===== config.mk =====
export PLATFORM = sky130hd
export DESIGN_NAME = atrp_fifo
export DESIGN_NICKNAME = d
export VERILOG_FILES = /design/src/design/atrp_pkg.sv /design/src/design/atrp_fifo.sv
export SDC_FILE = /design/constraint.sdc
export NUM_CORES = 1
export LEC_CHECK = 0
export ABC_AREA = 1
export BUFFER_PORTS_ARGS = -buffer_cell sky130_fd_sc_hd__buf_2
export CAP_MARGIN = 5
export CORE_ASPECT_RATIO = 0.6
export CORE_MARGIN = 2
export CORE_UTILIZATION = 50
export DETAILED_ROUTE_END_ITERATION = 10
export GPL_TIMING_DRIVEN = 0
export PLACE_DENSITY = 0.73
export SLEW_MARGIN = 25
export SYNTH_ARGS = -nofsm -noshare
export SYNTH_HDL_FRONTEND = slang
export SYNTH_SLANG_ARGS = --single-unit

===== constraint.sdc =====
create_clock -name clk -period 8.8 [get_ports clk]
set_input_delay 0.44 -clock clk [delete_from_list [all_inputs] [get_ports clk]]
set_output_delay 0.44 -clock clk [all_outputs]
set_load 0.01 [all_outputs]

===== src/design/atrp_pkg.sv =====
// Shared widths, constants, item types and the arctangent table of the tilt unit.
package atrp_pkg;

  localparam int DATA_W     = 16;
  localparam int SQR_W      = 31;
  localparam int SQ_W       = 32;
  localparam int NUM_W      = 17;
  localparam int ROOT_W     = 32;
  localparam int REM_W      = 34;
  localparam int SQRT_STEPS = ROOT_W;
  localparam int CV_W       = 36;
  localparam int Z_W        = 32;
  localparam int MAG_W      = 31;
  localparam int RAD_W      = 16;
  localparam int DEG_W      = 8;
  localparam int DMAG_W     = 7;
  localparam int K_W        = 30;
  localparam int PROD_W     = MAG_W + K_W;
  localparam int RSUM_W     = 48;
  localparam int IDX_W      = 5;
  localparam int ATAN_LEN   = 24;
  localparam int FIFO_DEPTH = 4;

  localparam int ANGLE_FRAC_BITS_DEF = 14;
  localparam int CORDIC_STEPS_DEF    = 16;

  localparam logic signed [Z_W-1:0] HALF_PI_Q30 = 32'sd1686629713;
  localparam logic [K_W-1:0]        RAD2DEG_Q24 = 30'd961263668;
  localparam int                    DEG_SHIFT   = 54;
  localparam logic [DMAG_W-1:0]     DEG_MAX     = 7'd90;

  typedef struct packed {
    logic [SQ_W-1:0]         sq;
    logic signed [NUM_W-1:0] num;
  } atrp_lane_t;

  typedef struct packed {
    atrp_lane_t roll;
    atrp_lane_t pitch;
    logic       zero;
  } atrp_item_t;

  typedef struct packed {
    logic [SQ_W-1:0]         rad;
    logic [REM_W-1:0]        rem;
    logic [ROOT_W-1:0]       root;
    logic signed [NUM_W-1:0] num;
  } atrp_sq_st_t;

  typedef struct packed {
    logic [ROOT_W-1:0]       r;
    logic signed [NUM_W-1:0] num;
  } atrp_hyp_t;

  typedef struct packed {
    atrp_hyp_t roll;
    atrp_hyp_t pitch;
    logic      zero;
  } atrp_hyp_item_t;

  typedef struct packed {
    logic signed [CV_W-1:0] x;
    logic signed [CV_W-1:0] y;
    logic signed [Z_W-1:0]  z;
  } atrp_cv_t;

  // atan(2^-i) in Q30, truncated
  function automatic logic signed [Z_W-1:0] atan_q30(input logic [IDX_W-1:0] idx);
    logic signed [Z_W-1:0] v;
    case (idx)
      5'd0:    v = 32'sd843314856;
      5'd1:    v = 32'sd497837829;
      5'd2:    v = 32'sd263043836;
      5'd3:    v = 32'sd133525158;
      5'd4:    v = 32'sd67021686;
      5'd5:    v = 32'sd33543515;
      5'd6:    v = 32'sd16775850;
      5'd7:    v = 32'sd8388437;
      5'd8:    v = 32'sd4194282;
      5'd9:    v = 32'sd2097149;
      5'd10:   v = 32'sd1048575;
      5'd11:   v = 32'sd524287;
      5'd12:   v = 32'sd262143;
      5'd13:   v = 32'sd131071;
      5'd14:   v = 32'sd65535;
      5'd15:   v = 32'sd32767;
      5'd16:   v = 32'sd16383;
      5'd17:   v = 32'sd8191;
      5'd18:   v = 32'sd4095;
      5'd19:   v = 32'sd2047;
      5'd20:   v = 32'sd1023;
      5'd21:   v = 32'sd511;
      5'd22:   v = 32'sd255;
      5'd23:   v = 32'sd127;
      default: v = '0;
    endcase
    return v;
  endfunction

endpackage


===== src/design/atrp_fifo.sv =====
// Short queue between the front end and the arithmetic back end.
module atrp_fifo (
  input  logic                 clk,
  input  logic                 rst_n,
  input  logic                 push_vld,
  output logic                 push_rdy,
  input  atrp_pkg::atrp_item_t push_item,
  output logic                 pop_vld,
  input  logic                 pop,
  output atrp_pkg::atrp_item_t pop_item
);

  localparam int PTR_W = $clog2(atrp_pkg::FIFO_DEPTH);
  localparam int CNT_W = $clog2(atrp_pkg::FIFO_DEPTH + 1);

  atrp_pkg::atrp_item_t mem_r [atrp_pkg::FIFO_DEPTH];
  logic [PTR_W-1:0] wr_r, rd_r;
  logic [CNT_W-1:0] cnt_r;
  logic push, pull;

  assign push_rdy = (cnt_r != CNT_W'(atrp_pkg::FIFO_DEPTH));
  assign pop_vld  = (cnt_r != '0);
  assign push     = push_vld && push_rdy;
  assign pull     = pop && pop_vld;
  assign pop_item = mem_r[rd_r];

  always_ff @(posedge clk) begin
    if (!rst_n) begin
      wr_r  <= '0;
      rd_r  <= '0;
      cnt_r <= '0;
    end else begin
      if (push) begin
        wr_r <= (wr_r == PTR_W'(atrp_pkg::FIFO_DEPTH - 1)) ? '0 : wr_r + 1'b1;
      end
      if (pull) begin
        rd_r <= (rd_r == PTR_W'(atrp_pkg::FIFO_DEPTH - 1)) ? '0 : rd_r + 1'b1;
      end
      if (push && !pull) begin
        cnt_r <= cnt_r + 1'b1;
      end else if (pull && !push) begin
        cnt_r <= cnt_r - 1'b1;
      end
    end
  end

  always_ff @(posedge clk) begin
    if (push) begin
      mem_r[wr_r] <= push_item;
    end
  end

  a_fill_up: assert property (@(posedge clk) disable iff (!rst_n)
    (push && !pull) |=> (cnt_r == $past(cnt_r) + 1'b1))
    else $error("queue count did not rise on push");

  a_fill_down: assert property (@(posedge clk) disable iff (!rst_n)
    (pull && !push) |=> (cnt_r == $past(cnt_r) - 1'b1))
    else $error("queue count did not fall on pop");

  a_no_overfill: assert property (@(posedge clk) disable iff (!rst_n)
    cnt_r <= CNT_W'(atrp_pkg::FIFO_DEPTH))
    else $error("queue count beyond depth");

endmodule


==> metrics <==
status=complete, no violations; Synth Area in Compound Gates=10.8%; CP max-delay cell=clkbuf_1; met2 Use GR=34.6%; first-pass GRT wire length=54.3 mm; CP cell instances=buf_6, buf_6, inv_6, clkbuf_1, o21ai_0, o22ai_1, buf_2; final WL=~36 mm; initial antenna violation count=5; CTS sink count=405; Critical Path Max Stage Delay=0.39 ns; area of the multi-input gates=2640 um^2; Pwr Total=5650 uW; Area Growth Syn to Fin=22.0%; Fmax achieved=354 MHz; CTS Hold Bufs=0; sequential cell area=12,100 um^2; post-cts resize count=0; Leak=0.00649 uW; Distinct cells, synth=21; worst slew pin tran=0.649 ns; top-count cell post-synth=edfxtp_1; grt peak-use layer=met2; port bufs=between 200 and 250; GRT Resource Usage Total=22.4%; Clock Skews=approximately 0.02 ns; TritonRoute pass-1 iters=5; Max-Cap Viols=0; Commonest cells post-synth=edfxtp_1 (396), nor2_1 (215), o21ai_0 (178); total number of vias=9,573; TritonCTS clock tree=built; CTS root buf=clkbuf_16; vias in the first global route=9,426; Crit Path Max Fanout=10; Mapped Cells=1,027; largest cells by area after synthesis=edfxtp_1 (79%), o21ai_0 (5.9%), nor2_1 (5.3%); post-synthesis sequential area ratio=approximately four fifths; syn_area_per_cell=14.7 um^2; RSZ-0062 raised after global routing=false; postcts setup bufs=0; M1 GR Usage=32.1%; post-route ant nets=0; layout cell share with drive strength beyond 1=between 20% and 30%; fillers=2,285; gpl congestion=0.737; Clock transition at path regs=0.06 ns; Setup crit start kind=register; CTS Buffer Depth=3; Slew headroom=between 50% and 60%; initial DRC count=961; grt total ovfl=0; synthesized flop and latch total=405; Slew Limit Fails=0; Post-Syn Nets=1,137; Critical Path RT=around 8.4 ns; core footprint=29,900 um^2; crit path DAT=2.38 ns; Final Hold Fails=0; post-synth top area share=around 79%; row count=49; area share of xor/xnor cells in the synthesized design=0%; Final min period=2.82 ns; crit-path most repeated cell=buf_6; setup TNS=0 ns; pin count of the biggest net entering global routing=23; mux contribution to synthesized area=0%; Die X=229 um; synthesized cell area=between 15,000 and 20,000 um^2; number of vias per cell=5.53; post-synth top area cell=edfxtp_1; pwr dens=306 nW/um^2; peak supply drop=between 200 and 250 uV; worst skew pair latency=~0.54 ns; htree depth=2; Hold Path Class=primary input to register; I/O Pins=between 200 and 250; Initial Utilization=50.7%; met3 global-route usage=4.93%; Synth async-reset ratio=0%; Primary FF master, synth=edfxtp_1; die footprint=31,700 um^2; DP Wirelength=23.4 mm; Post-synth EDFFs=396; Final #Nets=1,401; Critical Path End Type=primary output; post-synthesis simple-gate area fraction=5.83%; Adder-Cell Fraction of Synth Area=less than 1%; Die Ht=139 um; CP Class=register to primary output; # setup viols final=0; largest family of logic cells by synthesized area=compound AO/OA/AOI/OAI gates; CTS buffer count=38; Residual DRC=0; wire per inst=20.8 um; yosys warns=0; Tcrit/Tclk final=32.1%
-- final timing paths --
path,start,to,slack [ns],cells past startpoint
setup / recovery,register,pop_item[16],5.98,7
hold / removal,push_item[87],mem_r[3][87]$_DFFE_PP_,0.11,1
setup reg to reg,cnt_r[0]$_SDFFE_PN0P_,mem_r[3][33]$_DFFE_PP_,6.48,6
hold reg to reg,cnt_r[1]$_SDFFE_PN0P_,cnt_r[1]$_SDFFE_PN0P_,0.54,2
-- critical path: cells and delay by family (launching register included) --
family	cells	cell delay [ns]
AO/OA/AOI/OAI	2	0.44
flip-flops	1	0.31
buffers and inverters	5	1.06
-- layout by cell type, fill, tap and decap left out --
cell	n
clkinv_2	5
inv_8	1
fa_1	1
nand3b_1	1
buf_16	16
o22ai_1	99
edfxtp_1	396
inv_1	15
diode_2	3
dfxtp_1	9
o21ai_1	22
bufinv_16	3
clkinv_4	1
buf_2	208
ha_1	6
nor2_1	211
clkinv_1	6
nand2_1	15
clkbuf_1	49
buf_12	4
nand4_1	1
clkbuf_16	41
clkinvlp_4	3
buf_4	5
nand3_1	1
nor2_4	4
buf_6	13
o21ai_0	178
inv_6	1
a21oi_1	2
buf_8	2
-- registers in the layout (all words and copies together) (netlist names), named ones only --
register,flops
mem_r,396
cnt_r,3
rd_r,2
wr_r,2
-- kinds of logic (layout without fill, tap and decap cells) --
group,after synthesis,after routing
buffers and inverters,81,373
other,0,3
adders and majority gates,7,7
AOI/OAI and AO/OA,301,301
DFF,405,405
and+or+nand+nor,233,233
-- routing by layer --
layer  vias to the layer above  wire [um]
li1                       4405          -
met1                      4718      15500
met2                       387      16700
met3                        59       2890
met4                         4        866
met5                         -         29
-- through the flow --
stage               cell area (um^2)  utilization (%)  std cells  setup WS, ns  hold slack [ns]
detailed placement             17200             57.7       1659          6.49            0.525
finish                         18500             61.8       1730          5.98            0.112
CTS                            18500             61.8       1727          5.98           0.0889
global placement               16700             55.8       1638        0.0976            0.495
global route                   18500             61.8       1727          5.86           0.0953
floorplan                      15100                -       1027          3.37            0.480
-- cell type report --
| cell class | instances | area share, % |
|---|---|---|
| Timing Repair Buffer | 224 | 8.41 |
| Clock inverter | 18 | 0.929 |
| Inverter | 17 | 0.400 |
| Buffer | 64 | 2.03 |
| Sequential cell | 405 | 65.4 |
| Tap cell | 408 | 2.77 |
| Clock buffer | 50 | 5.74 |
| Multi-Input combinational cell | 541 | 14.3 |
| Antenna cell | 3 | 0.0407 |
-- where the power goes --
part	internal [uW]	switching [uW]	total (uW)
combinational	565	1050	1620
clock	940	696	1640
sequential	2340	49.2	2390
total	3850	1800	5650
No activity file was read; power rests on OpenSTA's default activity.
