[config.mk]
export PLATFORM = sky130hd
export DESIGN_NAME = atrp_front
export DESIGN_NICKNAME = d
export VERILOG_FILES = /design/src/design/atrp_pkg.sv /design/src/design/atrp_front.sv
export SDC_FILE = /design/constraint.sdc
export NUM_CORES = 2
export LEC_CHECK = 0
export ABC_AREA = 1
export ABC_CLOCK_PERIOD_IN_PS = 12600
export BUFFER_PORTS_ARGS = -buffer_cell sky130_fd_sc_hd__buf_2
export CAP_MARGIN = 5
export CORE_UTILIZATION = 40
export CTS_CLUSTER_SIZE = 16
export DETAILED_ROUTE_END_ITERATION = 12
export PLACE_DENSITY = 0.67
export SLEW_MARGIN = 20
export SYNTH_ARGS = -nofsm -noshare
export SYNTH_HDL_FRONTEND = slang
export SYNTH_SLANG_ARGS = --single-unit
[constraint.sdc]
create_clock -name clk -period 12.6 [get_ports clk]
set_input_delay 1.89 -clock clk [delete_from_list [all_inputs] [get_ports clk]]
set_output_delay 1.89 -clock clk [all_outputs]
set_load 0.05 [all_outputs]
[src/design/atrp_pkg.sv]
// Shared widths, constants, item types and the arctangent table of the tilt unit.
package atrp_pkg;

  localparam int DATA_W     = 16;
  localparam int SQR_W      = 31;
  localparam int SQ_W       = 32;
  localparam int NUM_W      = 17;
  localparam int ROOT_W     = 32;
  localparam int REM_W      = 34;
  localparam int SQRT_STEPS = ROOT_W;
  localparam int CV_W       = 36;
  localparam int Z_W        = 32;
  localparam int MAG_W      = 31;
  localparam int RAD_W      = 16;
  localparam int DEG_W      = 8;
  localparam int DMAG_W     = 7;
  localparam int K_W        = 30;
  localparam int PROD_W     = MAG_W + K_W;
  localparam int RSUM_W     = 48;
  localparam int IDX_W      = 5;
  localparam int ATAN_LEN   = 24;
  localparam int FIFO_DEPTH = 4;

  localparam int ANGLE_FRAC_BITS_DEF = 14;
  localparam int CORDIC_STEPS_DEF    = 16;

  localparam logic signed [Z_W-1:0] HALF_PI_Q30 = 32'sd1686629713;
  localparam logic [K_W-1:0]        RAD2DEG_Q24 = 30'd961263668;
  localparam int                    DEG_SHIFT   = 54;
  localparam logic [DMAG_W-1:0]     DEG_MAX     = 7'd90;

  typedef struct packed {
    logic [SQ_W-1:0]         sq;
    logic signed [NUM_W-1:0] num;
  } atrp_lane_t;

  typedef struct packed {
    atrp_lane_t roll;
    atrp_lane_t pitch;
    logic       zero;
  } atrp_item_t;

  typedef struct packed {
    logic [SQ_W-1:0]         rad;
    logic [REM_W-1:0]        rem;
    logic [ROOT_W-1:0]       root;
    logic signed [NUM_W-1:0] num;
  } atrp_sq_st_t;

  typedef struct packed {
    logic [ROOT_W-1:0]       r;
    logic signed [NUM_W-1:0] num;
  } atrp_hyp_t;

  typedef struct packed {
    atrp_hyp_t roll;
    atrp_hyp_t pitch;
    logic      zero;
  } atrp_hyp_item_t;

  typedef struct packed {
    logic signed [CV_W-1:0] x;
    logic signed [CV_W-1:0] y;
    logic signed [Z_W-1:0]  z;
  } atrp_cv_t;

  // atan(2^-i) in Q30, truncated
  function automatic logic signed [Z_W-1:0] atan_q30(input logic [IDX_W-1:0] idx);
    logic signed [Z_W-1:0] v;
    case (idx)
      5'd0:    v = 32'sd843314856;
      5'd1:    v = 32'sd497837829;
      5'd2:    v = 32'sd263043836;
      5'd3:    v = 32'sd133525158;
      5'd4:    v = 32'sd67021686;
      5'd5:    v = 32'sd33543515;
      5'd6:    v = 32'sd16775850;
      5'd7:    v = 32'sd8388437;
      5'd8:    v = 32'sd4194282;
      5'd9:    v = 32'sd2097149;
      5'd10:   v = 32'sd1048575;
      5'd11:   v = 32'sd524287;
      5'd12:   v = 32'sd262143;
      5'd13:   v = 32'sd131071;
      5'd14:   v = 32'sd65535;
      5'd15:   v = 32'sd32767;
      5'd16:   v = 32'sd16383;
      5'd17:   v = 32'sd8191;
      5'd18:   v = 32'sd4095;
      5'd19:   v = 32'sd2047;
      5'd20:   v = 32'sd1023;
      5'd21:   v = 32'sd511;
      5'd22:   v = 32'sd255;
      5'd23:   v = 32'sd127;
      default: v = '0;
    endcase
    return v;
  endfunction

endpackage

[src/design/atrp_front.sv]
// Front end: accepts samples, squares the axes and forms the sums and numerators.
module atrp_front (
  input  logic                                   clk,
  input  logic                                   rst_n,
  input  logic                                   in_valid,
  output logic                                   in_ready,
  input  logic signed [atrp_pkg::DATA_W-1:0]     in_accel_x,
  input  logic signed [atrp_pkg::DATA_W-1:0]     in_accel_y,
  input  logic signed [atrp_pkg::DATA_W-1:0]     in_accel_z,
  output logic                                   item_vld,
  input  logic                                   item_rdy,
  output atrp_pkg::atrp_item_t                   item
);

  logic a_vld_r, b_vld_r, a_adv, b_adv;
  logic [atrp_pkg::SQR_W-1:0] xx_r, yy_r, zz_r;
  logic signed [atrp_pkg::NUM_W-1:0] nr_r, np_r;
  logic zero_r;
  logic signed [2*atrp_pkg::DATA_W-1:0] px, py, pz;
  atrp_pkg::atrp_item_t item_r, item_nxt;

  assign px = in_accel_x * in_accel_x;
  assign py = in_accel_y * in_accel_y;
  assign pz = in_accel_z * in_accel_z;

  assign b_adv    = !b_vld_r || item_rdy;
  assign a_adv    = !a_vld_r || b_adv;
  assign in_ready = a_adv;

  // stage A: squares and numerators
  always_ff @(posedge clk) begin
    if (!rst_n) begin
      a_vld_r <= 1'b0;
    end else if (a_adv) begin
      a_vld_r <= in_valid;
    end
  end

  always_ff @(posedge clk) begin
    if (a_adv) begin
      xx_r   <= px[atrp_pkg::SQR_W-1:0];
      yy_r   <= py[atrp_pkg::SQR_W-1:0];
      zz_r   <= pz[atrp_pkg::SQR_W-1:0];
      nr_r   <= {in_accel_y[atrp_pkg::DATA_W-1], in_accel_y};
      np_r   <= -{in_accel_x[atrp_pkg::DATA_W-1], in_accel_x};
      zero_r <= (in_accel_x == '0) && (in_accel_y == '0) && (in_accel_z == '0);
    end
  end

  // stage B: sums of squares
  always_comb begin
    item_nxt.roll.sq   = {1'b0, zz_r} + {1'b0, xx_r};
    item_nxt.roll.num  = nr_r;
    item_nxt.pitch.sq  = {1'b0, zz_r} + {1'b0, yy_r};
    item_nxt.pitch.num = np_r;
    item_nxt.zero      = zero_r;
  end

  always_ff @(posedge clk) begin
    if (!rst_n) begin
      b_vld_r <= 1'b0;
    end else if (b_adv) begin
      b_vld_r <= a_vld_r;
    end
  end

  always_ff @(posedge clk) begin
    if (b_adv) begin
      item_r <= item_nxt;
    end
  end

  assign item_vld = b_vld_r;
  assign item     = item_r;

endmodule

==> results.ini <==
[status]
status=complete, no violations

[final_layout]
finalNetCount=5830
nFillCells=9562
drive_above_1_share_pct=6.161
area_delta_synth_final_pct=7.702

[setup_path]
cp-start-kind=input pin
arrival_ns=7.49
r2r-end=item[78]
crit_path_max_fanout=23
r2r_slack_ns=10.27
worstPathRequired_ns=12.92
path_class=input pin to register
cp-end-kind=register
reg2reg_depth=6
rr_startpoint=zz_r[10]

[grt]
gr-usage-met1_pct=27.10
grt_pass1_wl_um=158500
grt_antenna_before_repair=1
grt_pass1_vias=30530
grt_max_degree=72
use_met3_pct=2.656
grt-ovfl-total=0
busiest_layer=met2
grtUsageTotal_pct=20.23
grtUsageMet2_pct=34.43

[synthesis]
synth-adder-area-share_pct=45.14
synthMuxAreaShare_pct=0.02856
synth_area_um2=39430
synth_area_per_cell_um2=8.418
netlist_instances=4684
synth_warnings=0
yosys.area_share.simple_pct=16.74
syn-num-nets=5747
yosys_most_used_dff=edfxtp_1
synthDistinctLibCells=51
ys_ff_latch=222
synth_edf_count=220
seq_area_frac_synth_pct=16.86
synth_compound_area_share_pct=4.154
synthArstFlopShare_pct=0
synth-xor-area-share_pct=3.043
synth_top_family_by_area=adder cells

[floorplanning]
io_pins=153
dieHeight_um=316.0
die_w_um=316.0
dieArea_um2=99830
start_util_pct=40.59
core-area_um2=97140
rows=114

[routing]
finalWirelength_um=97330
drt_iter0_markers=1916
post_drt_wl_per_cell_um=16.04
ant_nets=0
avgViaCountPerCell=4.860
vias=29490
dr.pass1.iters=6
route.detailed.drc=0

[timing]
hold_viol=0
fin_skew_ns=0.03672
relSlewSlack_pct=37.53
final.setup.tns_ns=0
report.final.slew_viol_count=0
max_freq_mhz=139.4
setup_viol=0
period_needed_ns=7.172
fin_crit_sh_pct=56.92
rsz0062_at_grt=no
worstMarginPinSlew_ns=0.9370

[clock_network]
cts_max_level=1
hold_buffers=0
cts_buffer_depth=3
cts_resized=0
path_clk_slew_ns=0.07
worstSkewPairLatency_ns=0.60
numCtsBuffers=27
tritoncts=yes
clock_sinks=222
clockRootBuffer=clkbuf_16
post-cts-setup-buffers=0

[hold_path]
whs_path_depth=0
hp-class=register to register
hold_start=nr_r[3]
hold_end=item[53]

[placed_design]
io_buffers=152
finalWeightedCongestion=0.9591
dpl.hpwl_um=82550

[job]
drv_cap=0

critical path, cell delays in order:
cell	delay, ns
buf_2	0.27
nand2_1	0.21
inv_1	0.08
fa_1	0.70
inv_1	0.12
fa_1	0.76
inv_1	0.17
fa_1	0.48
fa_1	0.55
inv_1	0.05
fa_1	0.48
inv_1	0.05
fa_1	0.44
ha_1	0.38
nand2_1	0.14
nor3_1	0.30
nand3_1	0.20
nand4_1	0.12
nand2_1	0.08
worst max-delay path by stage:
stage / start / endpoint / slack (ns) / cells past startpoint
after floorplan: in_accel_x[1] / xx_r[30] / 5.34 / 25
final: in_accel_x[15] / xx_r[27] / 5.43 / 19
after global routing: in_accel_y[15] / yy_r[30] / 5.04 / 23
after global placement: in_accel_x[15] / xx_r[27] / 4.87 / 19
after detailed placement: in_accel_x[15] / xx_r[27] / 4.86 / 19
after CTS: in_accel_x[15] / xx_r[27] / 5.44 / 19
cell type report:
| class | count | area [um2] | area share (%) |
|---|---|---|---|
| repair buffers | 155 | 783.3 | 1.844 |
| diodes | 3 | 7.507 | 0.01768 |
| flip-flops and latches | 222 | 6646 | 15.65 |
| well taps | 1276 | 1597 | 3.760 |
| multi-input cells | 3001 | 27270 | 64.21 |
| clock buffers | 31 | 720.7 | 1.697 |
| clock inverters | 19 | 331.6 | 0.7808 |
| inverters | 1360 | 5111 | 12.04 |
cells in the mapped netlist, types with 3 or more instances:
cell	n	area share [%]
a31o_2	6	0.13
a21o_1	6	0.11
fa_1	686	35
xnor2_1	33	0.73
o21ai_2	3	0.067
buf_6	4	0.11
nor4_1	13	0.21
nor3_2	5	0.13
buf_2	8	0.10
nand2_1	1017	9.7
nor2_2	20	0.32
inv_2	5	0.048
clkbuf_1	75	0.71
and2_1	4	0.063
o21ai_1	4	0.051
nand3_1	151	1.9
ha_1	325	10
buf_1	13	0.12
o21ai_0	84	1.1
nor3_1	31	0.39
nor2_1	197	1.9
edfxtp_1	220	17
xor2_1	104	2.3
nor2_4	4	0.11
nand3b_1	8	0.15
o21bai_1	24	0.46
nand2_2	14	0.22
inv_1	1351	13
a21oi_2	4	0.089
or2_2	8	0.13
a21oi_1	156	2.0
nand4_1	66	1.0
nand3_2	9	0.23
sequential cells by signal, indices dropped and copies added, names as in the netlist:
signal and count:
item_vld 1, yy_r 30, zero_r 1, np_r 16, nr_r 15, a_vld_r 1, zz_r 30, item 98
xx_r 30
metal layers:
metal	vias to the layer above	part of all wire, %
met5	-	0.013
met4	2	2.9
met3	150	5.2
met2	671	48
met1	14570	44
li1	14100	-
logic make-up (layout without fill, tap and decap cells):
group | Yosys count | count (layout)
DFF | 222 | 222
muxes | 1 | 1
other | 0 | 3
xor gates and xnor gates | 137 | 137
AOI/OAI and AO/OA | 294 | 294
and+or+nand+nor | 1558 | 1558
adders and majority gates | 1011 | 1011
buffers and inverters | 1461 | 1565
stage by stage:
step / utilization [%] / hold WS [ns] / setup WS [ns] / instance area, um2 / instances
after floorplan: - / 0.4003 / 5.339 / 39430 / 4684
after global placement: 42.63 / 0.4003 / 4.872 / 41410 / 6014
after detailed placement: 42.63 / 0.4045 / 4.858 / 41410 / 6014
after CTS: 43.71 / 0.4040 / 5.439 / 42460 / 6064
after global routing: 43.71 / 0.4112 / 5.042 / 42460 / 6064
final: 43.72 / 0.3995 / 5.428 / 42470 / 6067
cells in the final DEF, fill, tap and decap left out, drive strengths merged, types with 5 or more instances in the layout:
master,instances
a21o,6
a21oi,162
a31o,6
and2,5
buf,155
bufinv,8
clkbuf,31
clkinv,9
edfxtp,220
fa,686
ha,325
inv,1360
nand2,1032
nand3,160
nand3b,8
nand4,67
nor2,221
nor3,37
nor4,15
o21ai,91
o21bai,26
or2,10
xnor2,33
xor2,104
Power is not shown: default switching activity piles up to over one toggle a cycle in this logic, so the estimate is an artifact.
