`src/design/atrp_pkg.sv`:
```
// Shared widths, constants, item types and the arctangent table of the tilt unit.
package atrp_pkg;

  localparam int DATA_W     = 16;
  localparam int SQR_W      = 31;
  localparam int SQ_W       = 32;
  localparam int NUM_W      = 17;
  localparam int ROOT_W     = 32;
  localparam int REM_W      = 34;
  localparam int SQRT_STEPS = ROOT_W;
  localparam int CV_W       = 36;
  localparam int Z_W        = 32;
  localparam int MAG_W      = 31;
  localparam int RAD_W      = 16;
  localparam int DEG_W      = 8;
  localparam int DMAG_W     = 7;
  localparam int K_W        = 30;
  localparam int PROD_W     = MAG_W + K_W;
  localparam int RSUM_W     = 48;
  localparam int IDX_W      = 5;
  localparam int ATAN_LEN   = 24;
  localparam int FIFO_DEPTH = 4;

  localparam int ANGLE_FRAC_BITS_DEF = 14;
  localparam int CORDIC_STEPS_DEF    = 16;

  localparam logic signed [Z_W-1:0] HALF_PI_Q30 = 32'sd1686629713;
  localparam logic [K_W-1:0]        RAD2DEG_Q24 = 30'd961263668;
  localparam int                    DEG_SHIFT   = 54;
  localparam logic [DMAG_W-1:0]     DEG_MAX     = 7'd90;

  typedef struct packed {
    logic [SQ_W-1:0]         sq;
    logic signed [NUM_W-1:0] num;
  } atrp_lane_t;

  typedef struct packed {
    atrp_lane_t roll;
    atrp_lane_t pitch;
    logic       zero;
  } atrp_item_t;

  typedef struct packed {
    logic [SQ_W-1:0]         rad;
    logic [REM_W-1:0]        rem;
    logic [ROOT_W-1:0]       root;
    logic signed [NUM_W-1:0] num;
  } atrp_sq_st_t;

  typedef struct packed {
    logic [ROOT_W-1:0]       r;
    logic signed [NUM_W-1:0] num;
  } atrp_hyp_t;

  typedef struct packed {
    atrp_hyp_t roll;
    atrp_hyp_t pitch;
    logic      zero;
  } atrp_hyp_item_t;

  typedef struct packed {
    logic signed [CV_W-1:0] x;
    logic signed [CV_W-1:0] y;
    logic signed [Z_W-1:0]  z;
  } atrp_cv_t;

  // atan(2^-i) in Q30, truncated
  function automatic logic signed [Z_W-1:0] atan_q30(input logic [IDX_W-1:0] idx);
    logic signed [Z_W-1:0] v;
    case (idx)
      5'd0:    v = 32'sd843314856;
      5'd1:    v = 32'sd497837829;
      5'd2:    v = 32'sd263043836;
      5'd3:    v = 32'sd133525158;
      5'd4:    v = 32'sd67021686;
      5'd5:    v = 32'sd33543515;
      5'd6:    v = 32'sd16775850;
      5'd7:    v = 32'sd8388437;
      5'd8:    v = 32'sd4194282;
      5'd9:    v = 32'sd2097149;
      5'd10:   v = 32'sd1048575;
      5'd11:   v = 32'sd524287;
      5'd12:   v = 32'sd262143;
      5'd13:   v = 32'sd131071;
      5'd14:   v = 32'sd65535;
      5'd15:   v = 32'sd32767;
      5'd16:   v = 32'sd16383;
      5'd17:   v = 32'sd8191;
      5'd18:   v = 32'sd4095;
      5'd19:   v = 32'sd2047;
      5'd20:   v = 32'sd1023;
      5'd21:   v = 32'sd511;
      5'd22:   v = 32'sd255;
      5'd23:   v = 32'sd127;
      default: v = '0;
    endcase
    return v;
  endfunction

endpackage

```
`src/design/atrp_post.sv`:
```
// Output formatting: clamp, round to radians, scale to degrees, output register.
module atrp_post #(
  parameter int ANGLE_FRAC_BITS = atrp_pkg::ANGLE_FRAC_BITS_DEF
) (
  input  logic                                clk,
  input  logic                                rst_n,
  input  logic                                adv,
  input  logic                                in_vld,
  input  logic signed [atrp_pkg::Z_W-1:0]     in_z_roll,
  input  logic signed [atrp_pkg::Z_W-1:0]     in_z_pitch,
  input  logic                                in_zero,
  output logic                                out_vld,
  output logic signed [atrp_pkg::RAD_W-1:0]   roll_rad,
  output logic signed [atrp_pkg::RAD_W-1:0]   pitch_rad,
  output logic signed [atrp_pkg::DEG_W-1:0]   roll_deg,
  output logic signed [atrp_pkg::DEG_W-1:0]   pitch_deg
);

  localparam int SH = 30 - ANGLE_FRAC_BITS;

  function automatic logic [atrp_pkg::MAG_W-1:0] mag_of(input logic signed [atrp_pkg::Z_W-1:0] z,
                                                         input logic zero);
    logic signed [atrp_pkg::Z_W-1:0] c;
    if (zero) begin
      c = '0;
    end else if (z > atrp_pkg::HALF_PI_Q30) begin
      c = atrp_pkg::HALF_PI_Q30;
    end else if (z < -atrp_pkg::HALF_PI_Q30) begin
      c = -atrp_pkg::HALF_PI_Q30;
    end else begin
      c = z;
    end
    if (c[atrp_pkg::Z_W-1]) begin
      c = -c;
    end
    return c[atrp_pkg::MAG_W-1:0];
  endfunction

  function automatic logic [atrp_pkg::RAD_W-1:0] rad_of(input logic [atrp_pkg::MAG_W-1:0] m,
                                                         input logic neg);
    logic [atrp_pkg::RSUM_W-1:0] s;
    logic [atrp_pkg::RAD_W-1:0]  q;
    s = atrp_pkg::RSUM_W'(m) + (atrp_pkg::RSUM_W'(1) << (SH - 1));
    q = s[SH +: atrp_pkg::RAD_W];
    return neg ? -q : q;
  endfunction

  function automatic logic [atrp_pkg::DEG_W-1:0] deg_of(input logic [atrp_pkg::PROD_W-1:0] p,
                                                         input logic neg);
    logic [atrp_pkg::DMAG_W-1:0] d;
    logic [atrp_pkg::DEG_W-1:0]  e;
    d = p[atrp_pkg::DEG_SHIFT +: atrp_pkg::DMAG_W];
    if (d > atrp_pkg::DEG_MAX) begin
      d = atrp_pkg::DEG_MAX;
    end
    e = {1'b0, d};
    return neg ? -e : e;
  endfunction

  logic v1_r, v2_r, v3_r;
  logic [atrp_pkg::MAG_W-1:0]  mr_r, mp_r;
  logic                        nr1_r, np1_r, nr2_r, np2_r;
  logic [atrp_pkg::PROD_W-1:0] pr_r, pp_r;
  logic [atrp_pkg::RAD_W-1:0]  rr2_r, rp2_r, rr3_r, rp3_r;
  logic [atrp_pkg::DEG_W-1:0]  dr3_r, dp3_r;

  always_ff @(posedge clk) begin
    if (!rst_n) begin
      v1_r <= 1'b0;
      v2_r <= 1'b0;
      v3_r <= 1'b0;
    end else if (adv) begin
      v1_r <= in_vld;
      v2_r <= v1_r;
      v3_r <= v2_r;
    end
  end

  always_ff @(posedge clk) begin
    if (adv) begin
      mr_r  <= mag_of(in_z_roll, in_zero);
      mp_r  <= mag_of(in_z_pitch, in_zero);
      nr1_r <= !in_zero && in_z_roll[atrp_pkg::Z_W-1];
      np1_r <= !in_zero && in_z_pitch[atrp_pkg::Z_W-1];
      pr_r  <= mr_r * atrp_pkg::RAD2DEG_Q24;
      pp_r  <= mp_r * atrp_pkg::RAD2DEG_Q24;
      rr2_r <= rad_of(mr_r, nr1_r);
      rp2_r <= rad_of(mp_r, np1_r);
      nr2_r <= nr1_r;
      np2_r <= np1_r;
      rr3_r <= rr2_r;
      rp3_r <= rp2_r;
      dr3_r <= deg_of(pr_r, nr2_r);
      dp3_r <= deg_of(pp_r, np2_r);
    end
  end

  assign out_vld   = v3_r;
  assign roll_rad  = rr3_r;
  assign pitch_rad = rp3_r;
  assign roll_deg  = dr3_r;
  assign pitch_deg = dp3_r;

endmodule

```
`config.mk`:
```
export PLATFORM = sky130hd
export DESIGN_NAME = atrp_post
export DESIGN_NICKNAME = d
export VERILOG_FILES = /design/src/design/atrp_pkg.sv /design/src/design/atrp_post.sv
export SDC_FILE = /design/constraint.sdc
export NUM_CORES = 2
export LEC_CHECK = 0
export BUFFER_PORTS_ARGS = -buffer_cell sky130_fd_sc_hd__buf_4
export CAP_MARGIN = 10
export CORE_MARGIN = 2
export CORE_UTILIZATION = 25
export CTS_BUF_LIST = sky130_fd_sc_hd__clkbuf_8
export CTS_CLUSTER_SIZE = 10
export DETAILED_ROUTE_END_ITERATION = 10
export SKIP_CTS_REPAIR_TIMING = 1
export SKIP_LAST_GASP = 1
export SYNTH_ARGS = -nofsm -noshare
export SYNTH_HDL_FRONTEND = slang
export SYNTH_SLANG_ARGS = --single-unit
```
`constraint.sdc`:
```
create_clock -name clk -period 8.02 [get_ports clk]
set_input_delay 0.401 -clock clk [delete_from_list [all_inputs] [get_ports clk]]
set_output_delay 0.401 -clock clk [all_outputs]
set_load 0.01 [all_outputs]
```
==> flow_summary.toml <==
[outcome]
status = "completed"

[worst_setup_path]
critPathMostFrequentCell = "fa_1"
crit_arrival_ps = 7870
cp-end-kind = "flip-flop"
cp_top_family = "adder cells"
crit_fanout = 8
path_buf_inv = 4
cp_slowest_cell = "edfxtp_1"
slowest_delay_ps = 620
cp.required_ps = 8490
r2r-start = "mp_r[15]"
crit_start = "mp_r[15]"
critical_path.cell_chain = "inv_1 -> fa_1 -> fa_1 -> fa_1 -> inv_1 -> fa_1 -> fa_1 -> fa_1 -> inv_1 -> fa_1 -> inv_1 -> ha_1 -> nand4_1 -> nor4_1 -> nand4_1 -> a31oi_1 -> nor4_1 -> a211oi_1 -> a211oi_1 -> a311oi_1"
path_class = "reg -> reg"
cp-start-kind = "flip-flop"

[floorplanning]
die_x_um = 382.7
die_area_mm2 = 0.1465
ioPinCount = 118
dieHeight_um = 382.7
row_count = 138
initial_utilization_pct = 25.26
coreArea_mm2 = 0.1419

[cells_and_area]
seqCellArea_mm2 = 0.004865
multi_input_area_mm2 = 0.02646
finalNetCount = 5057
area_growth_syn_to_layout_pct = 10.52
stdcell_area_mm2 = 0.03963
fillCellCount = 14930
final_layout_size_suffix_gt1_share_pct = 5.521

[sta]
hold_viol = 0
fin_crit_sh_pct = 92.19
fmax_ghz = 0.1353
rsz0062_at_grt = "no"
finalSetupViolCount = 0
drv_slew = 0
slew_headroom_pct = 27.31
finalSetupTns_ps = 0
period_needed_ps = 7394
skew_ps = 30.16
worst_slack_ps = 626.5
tightest_slew_ps = 1090

[clock_tree]
path_clk_slew_ps = 100
cts_inserted_buffers = 17
cts_root_buf = "clkbuf_8"
cts_tree = "yes"
clkLatencyLatePin_ps = 660
cts.htree.levels = 4
clock-sinks = 163
cts.path.max_buffers = 2

[place]
dp_hpwl_mm = 86.82
routabilityCongestion = 0.9550
port_buffers = 117
dpl-instance-area_mm2 = 0.03920
dp_worst_setup_slack_ps = 492.7

[synth]
yosys.cell_types.count = 73
yosys_warnings = 0
syn_avg_cell_area_um2 = 10.05
syn_nets = 4926
synth-edff-count = 160
synthesis.area_mm2 = 0.03586
ys.flop_type = "edfxtp_1"
synth_async_sr_flop_share_pct = 0
yosysSeqAreaShare_pct = 13.57
ys_seq_elements = 163
syn_inst = 3569

[global_routing]
grt_pass1_wl_mm = 155.6
antenna_found_initial = 3
grt_max_degree = 110
grt-ovfl-total = 0
grt_usage_pct = 14.12
grt_pass1_vias = 26340

[drt]
wl_per_cell_um = 17.52
drc = 0
drt-initial-drc-count = 1422
via_per_inst = 4.309
first_pass_iters = 5
routed_wl_mm = 98.18
num_vias = 24150
ant_nets = 0

[run]
drv_cap = 0

[worst_hold_path]
worstHoldStart = "in_vld"
min-delay-path-class = "in -> reg"
==> registers in the layout (all words and copies together), names as in the netlist <==
signal     count
np2_r          1
rr2_r         16
v1_r           1
pp_r           7
nr2_r          1
pitch_deg      8
pr_r           7
pitch_rad     16
roll_rad      16
out_vld        1
mp_r          31
nr1_r          1
np1_r          1
v2_r           1
roll_deg       8
mr_r          31
rp2_r         16
==> layout make-up <==
cell class / count / share of cell area (%)
multi-input combinational: 2199 / 66.76
clock inverter: 15 / 0.4610
clock buffer: 17 / 0.5904
antenna: 1 / 0.006315
timing repair buffer: 150 / 2.864
sequential: 163 / 12.28
inverter: 1169 / 11.07
tap: 1890 / 5.968
==> cell usage after synthesis (31+ instances only) <==
cell | count | area [um2]
a21oi_1 | 101 | 505.5
edfxtp_1 | 160 | 4805
fa_1 | 640 | 12810
ha_1 | 648 | 8108
inv_1 | 1169 | 4388
nand2_1 | 99 | 371.6
nand3_1 | 41 | 205.2
nand4_1 | 31 | 193.9
nor2_1 | 125 | 469.2
nor3_1 | 41 | 205.2
o21ai_0 | 63 | 315.3
xnor2_1 | 79 | 691.9
xor2_1 | 39 | 341.6
==> path summary, 6_finish.rpt <==
kind                        end  slack, ps  depth (start not counted)
hold / removal             v1_r         40                          3
setup / recovery       pp_r[60]        630                         20
setup reg to reg       pp_r[60]        630                         20
hold reg to reg   pitch_rad[15]        410                          0
==> worst min-delay path, stage by stage <==
cell     delay, ps
buf_4           70
mux2i_1         60
nor2b_1        110
==> through the flow <==
step / hold slack [ps] / std cells / util [%]
2_1_floorplan: 400.3 / 3569 / -
5_1_grt: 33.54 / 5603 / 27.92
4_1_cts: -101.2 / 5602 / 27.91
3_5_place_dp: 404.5 / 5570 / 27.62
6_report: 37.16 / 5604 / 27.92
3_3_place_gp: 401.1 / 5570 / 27.62
==> routing by layer <==
| layer | part of all wire (%) | GRT usage, % | up-vias |
|---|---|---|---|
| met3 | 7.0 | 3.774 | 95 |
| met4 | 2.5 | 4.229 | 2 |
| met5 | 0.0081 | 0 | - |
| met2 | 46 | 23.06 | 579 |
| li1 | - | - | 11410 |
| met1 | 44 | 18.19 | 12070 |
==> cells by family (layout without fill, tap and decap cells) <==
family	after synthesis	count (layout)	synth area share [%]
fa+ha+maj	1288	1288	58.35
buf+inv	1207	1351	12.65
simple gates	467	467	6.602
compound gates	315	315	5.636
flops	163	163	13.57
xor+xnor	118	118	2.882
mux	11	11	0.3176
other cells	0	1	0
==> placed cells by master, fill, tap and decap left out, types with 9 or more instances in the layout <==
master	n
nor3_1	41
a21o_1	30
a31oi_1	25
inv_1	1169
xnor2_1	79
and2_1	11
a211oi_1	16
nand3_1	41
nand4_1	31
o31ai_1	9
nand2_1	99
or4_1	12
nor2_1	125
ha_1	648
fa_1	640
o21ai_0	63
clkbuf_8	18
buf_4	148
nor4_1	20
nor2b_1	29
edfxtp_1	160
xor2_1	39
and4_1	10
a21oi_1	101
Power is left out: the tool's default activity adds up to more than one toggle a clock period on the data nets, which glitch-free logic cannot reach.
